--- config.mk ---
export PLATFORM = sky130hd
export DESIGN_NAME = it_sample_block_decompressor_core
export DESIGN_NICKNAME = d
export VERILOG_FILES = /design/src/design/isbd_pkg.sv /design/src/design/isbd_serializer.sv /design/src/design/isbd_decoder.sv /design/src/design/isbd_out_reg.sv /design/src/design/it_sample_block_decompressor_core.sv
export SDC_FILE = /design/constraint.sdc
export NUM_CORES = 1
export LEC_CHECK = 0
export BUFFER_PORTS_ARGS = -buffer_cell sky130_fd_sc_hd__buf_2
export CORE_AREA = 3 3 228 230
export CTS_CLUSTER_SIZE = 25
export DETAILED_ROUTE_END_ITERATION = 16
export DIE_AREA = 0 0 231 233
export GPL_TIMING_DRIVEN = 0
export PLACE_DENSITY = 0.45
export SLEW_MARGIN = 10
export SYNTH_ARGS = -nofsm -noshare
export SYNTH_HDL_FRONTEND = slang
export SYNTH_HIERARCHICAL = 1
export SYNTH_SLANG_ARGS = --single-unit
--- constraint.sdc ---
create_clock -name clk -period 17.84 [get_ports clk]
set_input_delay 5.352 -clock clk [delete_from_list [all_inputs] [get_ports clk]]
set_output_delay 5.352 -clock clk [all_outputs]
set_load 0.02 [all_outputs]
--- src/design/isbd_pkg.sv ---
// Shared types, constants and a helper function for the sample block decompressor.
// Used by every design module except isbd_checker; depends on nothing else.

package isbd_pkg;

  // Stream payload widths (fields packed from the lowest bit up).
  localparam int IN_DATA_W  = 24;
  localparam int OUT_DATA_W = 24;

  // Bit buffer: a code is decoded as soon as it is complete, so at most
  // one bit less than the widest code plus the arriving bit is ever held.
  localparam int BUF_W  = 17;
  localparam int HELD_W = 5;

  // Per-mode constants.
  localparam logic [4:0]  FULL_W_8       = 5'd9;
  localparam logic [4:0]  FULL_W_16      = 5'd17;
  localparam logic [2:0]  SIZE_BITS_8    = 3'd3;
  localparam logic [2:0]  SIZE_BITS_16   = 3'd4;
  localparam logic [15:0] MAX_BLOCK_8    = 16'h8000;
  localparam logic [15:0] MAX_BLOCK_16   = 16'h4000;
  localparam logic [7:0]  UNSIGNED_BIAS  = 8'h80;
  localparam logic [4:0]  SHORT_W_LIMIT  = 5'd7;

  // Configuration register indexes.
  localparam int         CFG_IDX_W         = 1;
  localparam logic [0:0] REG_SIXTEEN_BIT   = 1'b0;
  localparam logic [0:0] REG_SOURCE_SIGNED = 1'b1;

  typedef struct packed {
    logic sixteen_bit;
    logic source_signed;
  } cfg_t;

  typedef struct packed {
    logic signed [7:0] sample_value;
    logic [15:0]       repeat_count;
    logic              last_of_block;
    logic              width_error;
  } result_t;

  typedef struct packed {
    logic load;
    logic shift;
  } ser_ctrl_t;

  typedef struct packed {
    logic       data_bit;
    logic [3:0] bits_left;
  } ser_stat_t;

  // Output byte of the accumulator for the current mode and source sign.
  function automatic logic [7:0] out_byte(input cfg_t cfg, input logic [15:0] acc);
    logic [7:0] b;
    b = cfg.sixteen_bit ? acc[15:8] : acc[7:0];
    if (!cfg.source_signed) begin
      b = b - UNSIGNED_BIAS;
    end
    return b;
  endfunction

endpackage

--- src/design/isbd_serializer.sv ---
// Byte serializer: holds the current compressed byte and hands it out one bit
// per cycle while the decoder shifts, least significant bit first. Depends on isbd_pkg.

module isbd_serializer import isbd_pkg::*; (
  input  logic      clk,
  input  logic      rst_n,
  input  ser_ctrl_t ctrl,
  input  logic [7:0] data_byte,
  output ser_stat_t stat
);

  logic [7:0] shift_r, shift_nxt;
  logic [3:0] left_r, left_nxt;

  always_comb begin
    shift_nxt = shift_r;
    left_nxt  = left_r;
    if (ctrl.load) begin
      shift_nxt = data_byte;
      left_nxt  = 4'd8;
    end else if (ctrl.shift) begin
      shift_nxt = shift_r >> 1;
      left_nxt  = left_r - 4'd1;
    end
  end

  always_ff @(posedge clk) begin
    if (!rst_n) begin
      left_r <= 4'd0;
    end else begin
      left_r <= left_nxt;
    end
  end

  always_ff @(posedge clk) begin
    shift_r <= shift_nxt;
  end

  assign stat.data_bit  = shift_r[0];
  assign stat.bits_left = left_r;

endmodule

--- src/design/isbd_decoder.sv ---
// Code decoder: collects bits, applies the three width-change rules,
// accumulates deltas and produces sample and fill results.
// Depends on isbd_pkg; drives isbd_serializer and feeds isbd_out_reg.

module isbd_decoder import isbd_pkg::*; (
  input  logic        clk,
  input  logic        rst_n,
  input  cfg_t        cfg,
  input  logic        in_valid,
  output logic        in_ready,
  input  logic        block_start,
  input  logic [15:0] block_samples,
  input  logic        block_end,
  output ser_ctrl_t   ser_ctrl,
  input  ser_stat_t   ser_stat,
  output logic        res_valid,
  output result_t     res,
  input  logic        res_free
);

  localparam logic [0:0] ST_IDLE = 1'b0;
  localparam logic [0:0] ST_RUN  = 1'b1;

  logic [0:0]        state_r, state_nxt;
  logic [15:0]       acc_r, acc_nxt;
  logic [4:0]        cw_r, cw_nxt;
  logic [BUF_W-1:0]  buf_r, buf_nxt;
  logic [HELD_W-1:0] held_r, held_nxt;
  logic [15:0]       left_r, left_nxt;
  logic              halted_r, halted_nxt;
  logic              blk_end_r, blk_end_nxt;

  logic [4:0]        max_w;
  logic [2:0]        size_bits;
  logic [15:0]       cap, sat;
  logic              open_blk;
  logic [4:0]        w_eff;
  logic [BUF_W-1:0]  wmask, code, half, s_val, d_b;
  logic              neg, is_half, type_a, type_c;
  logic [4:0]        need_a, nw_a0, nw_a, nw_b0, nw_b;
  logic [3:0]        field, lo_b;
  logic [8:0]        nw_c;
  logic              illegal, cond_b, code_ready;
  logic [15:0]       v16, acc_sum;

  assign max_w     = cfg.sixteen_bit ? FULL_W_16 : FULL_W_8;
  assign size_bits = cfg.sixteen_bit ? SIZE_BITS_16 : SIZE_BITS_8;
  assign cap       = cfg.sixteen_bit ? MAX_BLOCK_16 : MAX_BLOCK_8;
  assign sat       = (block_samples > cap) ? cap : block_samples;
  assign open_blk  = block_start ? (sat != 16'd0) : ((left_r != 16'd0) && !halted_r);

  // A stored width of zero or above the mode's full width means full width.
  assign w_eff   = ((cw_r == 5'd0) || (cw_r > max_w)) ? max_w : cw_r;
  assign wmask   = BUF_W'((18'h1 << w_eff) - 18'd1);
  assign code    = buf_r & wmask;
  assign neg     = code[w_eff - 5'd1];
  assign half    = BUF_W'(18'h1 << (w_eff - 5'd1));
  assign is_half = (code == half);
  assign type_a  = (w_eff < SHORT_W_LIMIT);
  assign type_c  = (w_eff == max_w);

  // Short widths: the escape code is followed by a width field.
  assign need_a = w_eff + 5'(size_bits);
  assign field  = 4'(buf_r >> w_eff) & (cfg.sixteen_bit ? 4'hF : 4'h7);
  assign nw_a0  = {1'b0, field} + 5'd1;
  assign nw_a   = (nw_a0 >= w_eff) ? nw_a0 + 5'd1 : nw_a0;

  // Full width: a negative code carries the new width minus one in its low byte.
  assign nw_c    = {1'b0, code[7:0]} + 9'd1;
  assign illegal = (nw_c > {4'd0, max_w});

  // Middle widths: the codes just around the sign change select a width.
  assign s_val  = BUF_W'(1) << (size_bits - 3'd1);
  assign d_b    = (code + s_val - half) & wmask;
  assign cond_b = (d_b < (s_val << 1));
  assign lo_b   = code[3:0] + s_val[3:0];
  assign nw_b0  = {1'b0, lo_b} + 5'd1;
  assign nw_b   = (nw_b0 >= w_eff) ? nw_b0 + 5'd1 : nw_b0;

  assign code_ready = (type_a && is_half) ? (held_r >= need_a) : (held_r >= w_eff);

  // Delta reduced to 16 bits: sign-extend from the code width.
  assign v16     = code[15:0] | (neg ? ~wmask[15:0] : 16'h0);
  assign acc_sum = acc_r + v16;

  always_comb begin
    state_nxt   = state_r;
    acc_nxt     = acc_r;
    cw_nxt      = cw_r;
    buf_nxt     = buf_r;
    held_nxt    = held_r;
    left_nxt    = left_r;
    halted_nxt  = halted_r;
    blk_end_nxt = blk_end_r;
    in_ready    = (state_r == ST_IDLE);
    ser_ctrl    = '0;
    res_valid   = 1'b0;
    res         = '0;

    case (state_r)
      ST_IDLE: begin
        if (in_valid) begin
          if (block_start) begin
            acc_nxt    = 16'd0;
            cw_nxt     = max_w;
            buf_nxt    = '0;
            held_nxt   = '0;
            left_nxt   = sat;
            halted_nxt = 1'b0;
          end
          if (open_blk) begin
            ser_ctrl.load = 1'b1;
            blk_end_nxt   = block_end;
            state_nxt     = ST_RUN;
          end
        end
      end

      ST_RUN: begin
        cw_nxt = w_eff;
        if (code_ready) begin
          if (type_a && is_half) begin
            buf_nxt  = buf_r >> need_a;
            held_nxt = held_r - need_a;
            cw_nxt   = nw_a;
          end else if (type_c && neg) begin
            if (illegal) begin
              if (res_free) begin
                res_valid         = 1'b1;
                res.sample_value  = out_byte(cfg, acc_r);
                res.repeat_count  = left_r;
                res.last_of_block = 1'b1;
                res.width_error   = 1'b1;
                halted_nxt        = 1'b1;
                left_nxt          = 16'd0;
                buf_nxt           = '0;
                held_nxt          = '0;
                state_nxt         = ST_IDLE;
              end
            end else begin
              buf_nxt  = buf_r >> w_eff;
              held_nxt = held_r - w_eff;
              cw_nxt   = nw_c[4:0];
            end
          end else if (!type_a && !type_c && cond_b) begin
            buf_nxt  = buf_r >> w_eff;
            held_nxt = held_r - w_eff;
            cw_nxt   = nw_b;
          end else if (res_free) begin
            buf_nxt           = buf_r >> w_eff;
            held_nxt          = held_r - w_eff;
            acc_nxt           = acc_sum;
            left_nxt          = left_r - 16'd1;
            res_valid         = 1'b1;
            res.sample_value  = out_byte(cfg, acc_sum);
            res.repeat_count  = 16'd1;
            res.last_of_block = (left_r == 16'd1);
            res.width_error   = 1'b0;
            if (left_r == 16'd1) begin
              // Count reached: the rest of the byte and all held bits go.
              buf_nxt   = '0;
              held_nxt  = '0;
              state_nxt = ST_IDLE;
            end
          end
        end else if (ser_stat.bits_left != 4'd0) begin
          buf_nxt        = buf_r | (BUF_W'(ser_stat.data_bit) << held_r);
          held_nxt       = held_r + 5'd1;
          ser_ctrl.shift = 1'b1;
        end else if (blk_end_r) begin
          if (res_free) begin
            res_valid         = 1'b1;
            res.sample_value  = out_byte(cfg, acc_r);
            res.repeat_count  = left_r;
            res.last_of_block = 1'b1;
            res.width_error   = 1'b0;
            left_nxt          = 16'd0;
            buf_nxt           = '0;
            held_nxt          = '0;
            state_nxt         = ST_IDLE;
          end
        end else begin
          state_nxt = ST_IDLE;
        end
      end

      default: begin
        state_nxt = ST_IDLE;
      end
    endcase
  end

  always_ff @(posedge clk) begin
    if (!rst_n) begin
      state_r   <= ST_IDLE;
      acc_r     <= 16'd0;
      cw_r      <= FULL_W_8;
      buf_r     <= '0;
      held_r    <= '0;
      left_r    <= 16'd0;
      halted_r  <= 1'b0;
      blk_end_r <= 1'b0;
    end else begin
      state_r   <= state_nxt;
      acc_r     <= acc_nxt;
      cw_r      <= cw_nxt;
      buf_r     <= buf_nxt;
      held_r    <= held_nxt;
      left_r    <= left_nxt;
      halted_r  <= halted_nxt;
      blk_end_r <= blk_end_nxt;
    end
  end

endmodule

--- src/design/isbd_out_reg.sv ---
// Output register: holds one result until the downstream side takes it,
// and lets the decoder load the next one in the cycle of that transfer.
// Depends on isbd_pkg.

module isbd_out_reg import isbd_pkg::*; (
  input  logic    clk,
  input  logic    rst_n,
  input  logic    res_valid,
  input  result_t res,
  output logic    res_free,
  output logic    out_valid,
  output result_t out_res,
  input  logic    out_ready
);

  logic    valid_r, valid_nxt;
  result_t res_r, res_nxt;

  assign res_free = !valid_r || out_ready;

  always_comb begin
    valid_nxt = valid_r;
    res_nxt   = res_r;
    if (res_valid && res_free) begin
      valid_nxt = 1'b1;
      res_nxt   = res;
    end else if (out_ready) begin
      valid_nxt = 1'b0;
    end
  end

  always_ff @(posedge clk) begin
    if (!rst_n) begin
      valid_r <= 1'b0;
    end else begin
      valid_r <= valid_nxt;
    end
  end

  always_ff @(posedge clk) begin
    res_r <= res_nxt;
  end

  assign out_valid = valid_r;
  assign out_res   = res_r;

endmodule

--- src/design/it_sample_block_decompressor_core.sv ---
// Top level of the compressed sample block decompressor: configuration
// registers, byte serializer, code decoder and output register.
// Depends on isbd_pkg, isbd_serializer, isbd_decoder and isbd_out_reg.
//
// Each input transfer carries one compressed byte; a transfer with the start
// flag opens a block of the given sample count (clamped to the mode's largest
// block). Bits enter the decoder one per cycle while no completed code waits,
// and every completed code or width change is handled in a step of its own. A
// byte of an open block is therefore taken, shifted in bit by bit with a step
// per completed code (at most eight), and ended by a closing step; a step that
// gives a result waits while the output side stalls. When the sample count is
// reached or an illegal width ends the block inside the byte, the remaining
// bits are not shifted in and no closing step follows.
// A byte outside an open block is taken and dropped.
// Each decoded sample leaves as one result with a repeat count of one; an
// early block end or an illegal full-width code leaves as one fill result
// that repeats the last value for the rest of the block.

module it_sample_block_decompressor_core import isbd_pkg::*; (
  input  logic                 clk,
  input  logic                 rst_n,
  input  logic                 in_tvalid,
  output logic                 in_tready,
  input  logic [IN_DATA_W-1:0] in_tdata,   // block_samples[15:0], data_byte[23:16]
  input  logic [0:0]           in_tuser,   // block_start[0]
  input  logic                 in_tlast,   // block_end
  output logic                 out_tvalid,
  input  logic                 out_tready,
  output logic [OUT_DATA_W-1:0] out_tdata, // sample_value[7:0], repeat_count[23:8]
  output logic [0:0]           out_tuser,  // width_error[0]
  output logic                 out_tlast,  // last_of_block
  input  logic                 cfg_we,
  input  logic [CFG_IDX_W-1:0] cfg_index,
  input  logic [0:0]           cfg_wdata
);

  cfg_t      cfg_r, cfg_nxt;
  ser_ctrl_t ser_ctrl;
  ser_stat_t ser_stat;
  logic      res_valid, res_free;
  result_t   res, out_res;

  always_comb begin
    cfg_nxt = cfg_r;
    if (cfg_we) begin
      case (cfg_index)
        REG_SIXTEEN_BIT:   cfg_nxt.sixteen_bit   = cfg_wdata[0];
        REG_SOURCE_SIGNED: cfg_nxt.source_signed = cfg_wdata[0];
        default:           cfg_nxt = cfg_r;
      endcase
    end
  end

  always_ff @(posedge clk) begin
    if (!rst_n) begin
      cfg_r.sixteen_bit   <= 1'b0;
      cfg_r.source_signed <= 1'b1;
    end else begin
      cfg_r <= cfg_nxt;
    end
  end

  isbd_serializer u_ser (
    .clk       (clk),
    .rst_n     (rst_n),
    .ctrl      (ser_ctrl),
    .data_byte (in_tdata[23:16]),
    .stat      (ser_stat)
  );

  isbd_decoder u_dec (
    .clk           (clk),
    .rst_n         (rst_n),
    .cfg           (cfg_r),
    .in_valid      (in_tvalid),
    .in_ready      (in_tready),
    .block_start   (in_tuser[0]),
    .block_samples (in_tdata[15:0]),
    .block_end     (in_tlast),
    .ser_ctrl      (ser_ctrl),
    .ser_stat      (ser_stat),
    .res_valid     (res_valid),
    .res           (res),
    .res_free      (res_free)
  );

  isbd_out_reg u_out (
    .clk       (clk),
    .rst_n     (rst_n),
    .res_valid (res_valid),
    .res       (res),
    .res_free  (res_free),
    .out_valid (out_tvalid),
    .out_res   (out_res),
    .out_ready (out_tready)
  );

  assign out_tdata = {out_res.repeat_count, out_res.sample_value};
  assign out_tuser = out_res.width_error;
  assign out_tlast = out_res.last_of_block;

endmodule

==> impl_metrics.csv <==
group,metric,value,unit
pwr,clkPwrFrac,15.6,%
route,dr.pass1.iters,5,
worst_setup_path,cp_top_family,"compound AO/OA/AOI/OAI gates",
route,finalWirelength,50.9,mm
yosys,syn_inst,1585,
yosys,synth_area_leaders,"dfxtp_1, ha_1, edfxtp_1",
yosys,ys.flop_type,"dfxtp_1",
yosys,synth_nets,1717,
cells_and_area,post-route-util,27.8,%
yosys,synth-warning-count,6,
clock_network,cts.sinks,103,
sta,hold_violations,0,
sta,period_minus_slack,11.44,ns
yosys,syn_area,0.0125,mm2
route,post_drt_via_cell_ratio,5.58,
sta,clock_skew,0.0143,ns
yosys,synthTopCellsByCount,"nand2_1, a21oi_1, nor2_1",
clock_network,cts_root_buf,"clkbuf_16",
sta,rsz0062_at_grt,"false",
cells_and_area,layout.cells.non_filler,2336,
sta,period_share,64.1,%
yosys,synth-seq-area-share,19.3,%
pwr,p_per_area,96.5,mW/mm2
worst_setup_path,crit_top_cell,"ha_1",
sta,fin_hold_ws,0.502,ns
yosys,async_flop_share,0,%
yosys,yosysTopAreaCell,"dfxtp_1",
worst_setup_path,crit_required,18.06,ns
flow_run,maxCapViolCount,0,
clock_network,cts_buffer_depth,2,
placement,place_congestion,0.892,
floorplan,io_pins,61,
route,first_iter_violations,1250,
placement,hpwl,39.4,mm
cells_and_area,syn2layout_area_growth,11.7,%
global_route,antenna_found_initial,2,
clock_network,cts_tree,"done",
worst_setup_path,cp_max_fo,12,
clock_network,clock_latency,0.37,ns
worst_setup_path,slowest_stage,"dfxtp_1",
worst_setup_path,worstSetupPathType,"register to register",
yosys,yosys_register_bits,103,
clock_network,post_cts_buffers,0,
global_route,grt_max_degree,27,
cells_and_area,nNetsFinal,1789,
pwr,comb_power_share,62.2,%
yosys,synth_top_area_share,11.1,%
sta,slew_violations,0,
global_route,grt_usage,18.2,%
worst_setup_path,slowest_delay,0.85,ns
clock_network,path_clk_slew,0.08,ns
placement,placed_cells,2318,
sta,max_freq,87.4,MHz
worst_setup_path,critPathCaptureType,"register",
yosys,ys_types,125,
route,final_antenna_net_count,0,
sta,worstMarginPinSlew,1.15,ns
floorplan,die_w,231,um
floorplan,die-area,0.0538,mm2
cells_and_area,drive_above_1_share,12.5,%
global_route,grt-ovfl-total,0,
worst_hold_path,hold_path.class,"register to register",
pwr,ir_drop,0.0528,mV
worst_setup_path,startpoint_type,"register",
floorplan,start_util,24.9,%
run_status,status,"finished, final reports clean",
sta,fin_setup_tns,0,ns
sta,slew_headroom,22.8,%
floorplan,core_region_area,0.0501,mm2
clock_network,postCtsHoldBufs,0,
clock_network,numCtsBuffers,9,
worst_setup_path,critPathBufInv,9,
route,avgRoutedWirePerCell,21.8,um
pwr,intPower,677,uW
clock_network,cts_htree_levels,3,
floorplan,rows,82,
pwr,leakagePower,5.18,nW
pwr,power_frac_seq,22.2,%
sta,setup_viol,0,
yosys,synth.most_common_cell,"nand2_1",
route,num_vias,13028,
global_route,grt_pass1_vias,12458,
pwr,p_sw_share,49.6,%
pwr,switching_power,666,uW
placement,numPortBuffers,60,
floorplan,die_h,233,um
clock_network,post_cts_resized,0,
global_route,grt_first_pass_wirelength,76.0,mm
yosys,avgSynthCellArea,7.86,um2
yosys,synth-edff-count,34,
worst_setup_path,worst_ep_arrival_time,11.66,ns
route,drc,0,
==> stage by stage <==
step | worst slack, ns | total power [mW] | instance area [um2]
after floorplan | 9.38 | 0.877 | 12500
after global placement | 6.52 | 1.11 | 13600
after detailed placement | 6.51 | 1.12 | 13600
after CTS | 6.49 | 1.33 | 13900
after global routing | 5.77 | 1.43 | 13900
final | 6.40 | 1.34 | 13900
==> tightest hold or removal path: stages (launching register included) <==
cell,delay [ns]
dfxtp_1,0.32
nand3_1,0.06
o211ai_1,0.07
==> cell type report <==
class                           count  area, um2
Fill cell                        5539      36200
Sequential cell                   103       2400
Tap cell                          672        841
Inverter                           67        254
Timing Repair Buffer               61        308
Clock inverter                      5       57.6
Clock buffer                       11        233
Buffer                            106        483
Multi-Input combinational cell   1309       9330
Antenna cell                        2       5.00
==> kinds of logic after synthesis <==
kind of cell    Yosys count  synth area share [%]
mux                      90                  7.82
fa+ha+maj                99                  10.3
flops                   103                  19.3
simple gates            527                  21.6
compound gates          531                  30.6
buf+inv                 173                  5.91
xor+xnor                 62                  4.53
==> cells in the final DEF, fill, tap and decap left out, types with 23 or more instances in the layout <==
cell type / Yosys / layout
nand2_1: 147 / 147
a21oi_1: 113 / 113
nor2_1: 113 / 113
ha_1: 93 / 93
o21ai_0: 92 / 92
buf_2: 23 / 83
dfxtp_1: 69 / 69
clkbuf_1: 66 / 68
mux2i_1: 67 / 67
inv_1: 60 / 60
nand3_1: 44 / 44
xnor2_1: 43 / 43
and2_1: 37 / 37
edfxtp_1: 34 / 34
and3_1: 29 / 29
a31oi_1: 29 / 29
o211ai_1: 28 / 28
nor3_1: 28 / 27
nand4_1: 23 / 23
==> flip-flops by register name (all words and copies together) (netlist names) <==
name             cells
u_dec/left_r        16
u_ser/left_r         4
u_out/out_res       26
u_dec/blk_end_r      1
u_dec/acc_r         16
u_dec/halted_r       1
u_dec/buf_r         17
cfg_r                2
u_ser/shift_r        8
u_dec/held_r         5
u_out/out_valid      1
u_dec/cw_r           5
u_dec/state_r        1
==> power by group through the flow <==
stage / clock, mW / sequential (mW) / combinational [mW]
finish: 0.210 / 0.298 / 0.835
global route: 0.222 / 0.301 / 0.904
CTS: 0.216 / 0.297 / 0.820
detailed placement: 0 / 0.303 / 0.815
global placement: 0 / 0.302 / 0.811
floorplan: 0 / 0.301 / 0.576
==> path summary, 6_finish.rpt <==
path / startpoint / cells after the start / slack (ns) / to
setup / recovery: cfg_r[1] / 37 / 6.40 / u_dec/buf_r[14]
hold / removal: u_dec/left_r[12] / 2 / 0.50 / u_dec/left_r[12]
setup reg to reg: cfg_r[1] / 37 / 6.40 / u_dec/buf_r[14]
hold reg to reg: u_dec/left_r[12] / 2 / 0.50 / u_dec/left_r[12]
==> routing by layer <==
| metal | wire, um | GRT usage (%) | vias to the layer above |
|---|---|---|---|
| met2 | 22600 | 28.7 | 526 |
| met3 | 3320 | 2.61 | 103 |
| met4 | 2030 | 7.88 | 0 |
| met1 | 23000 | 24.7 | 6316 |
| met5 | 0 | 0 | - |
| li1 | - | - | 6083 |
Note: power is estimated with default switching activity, not from simulation.
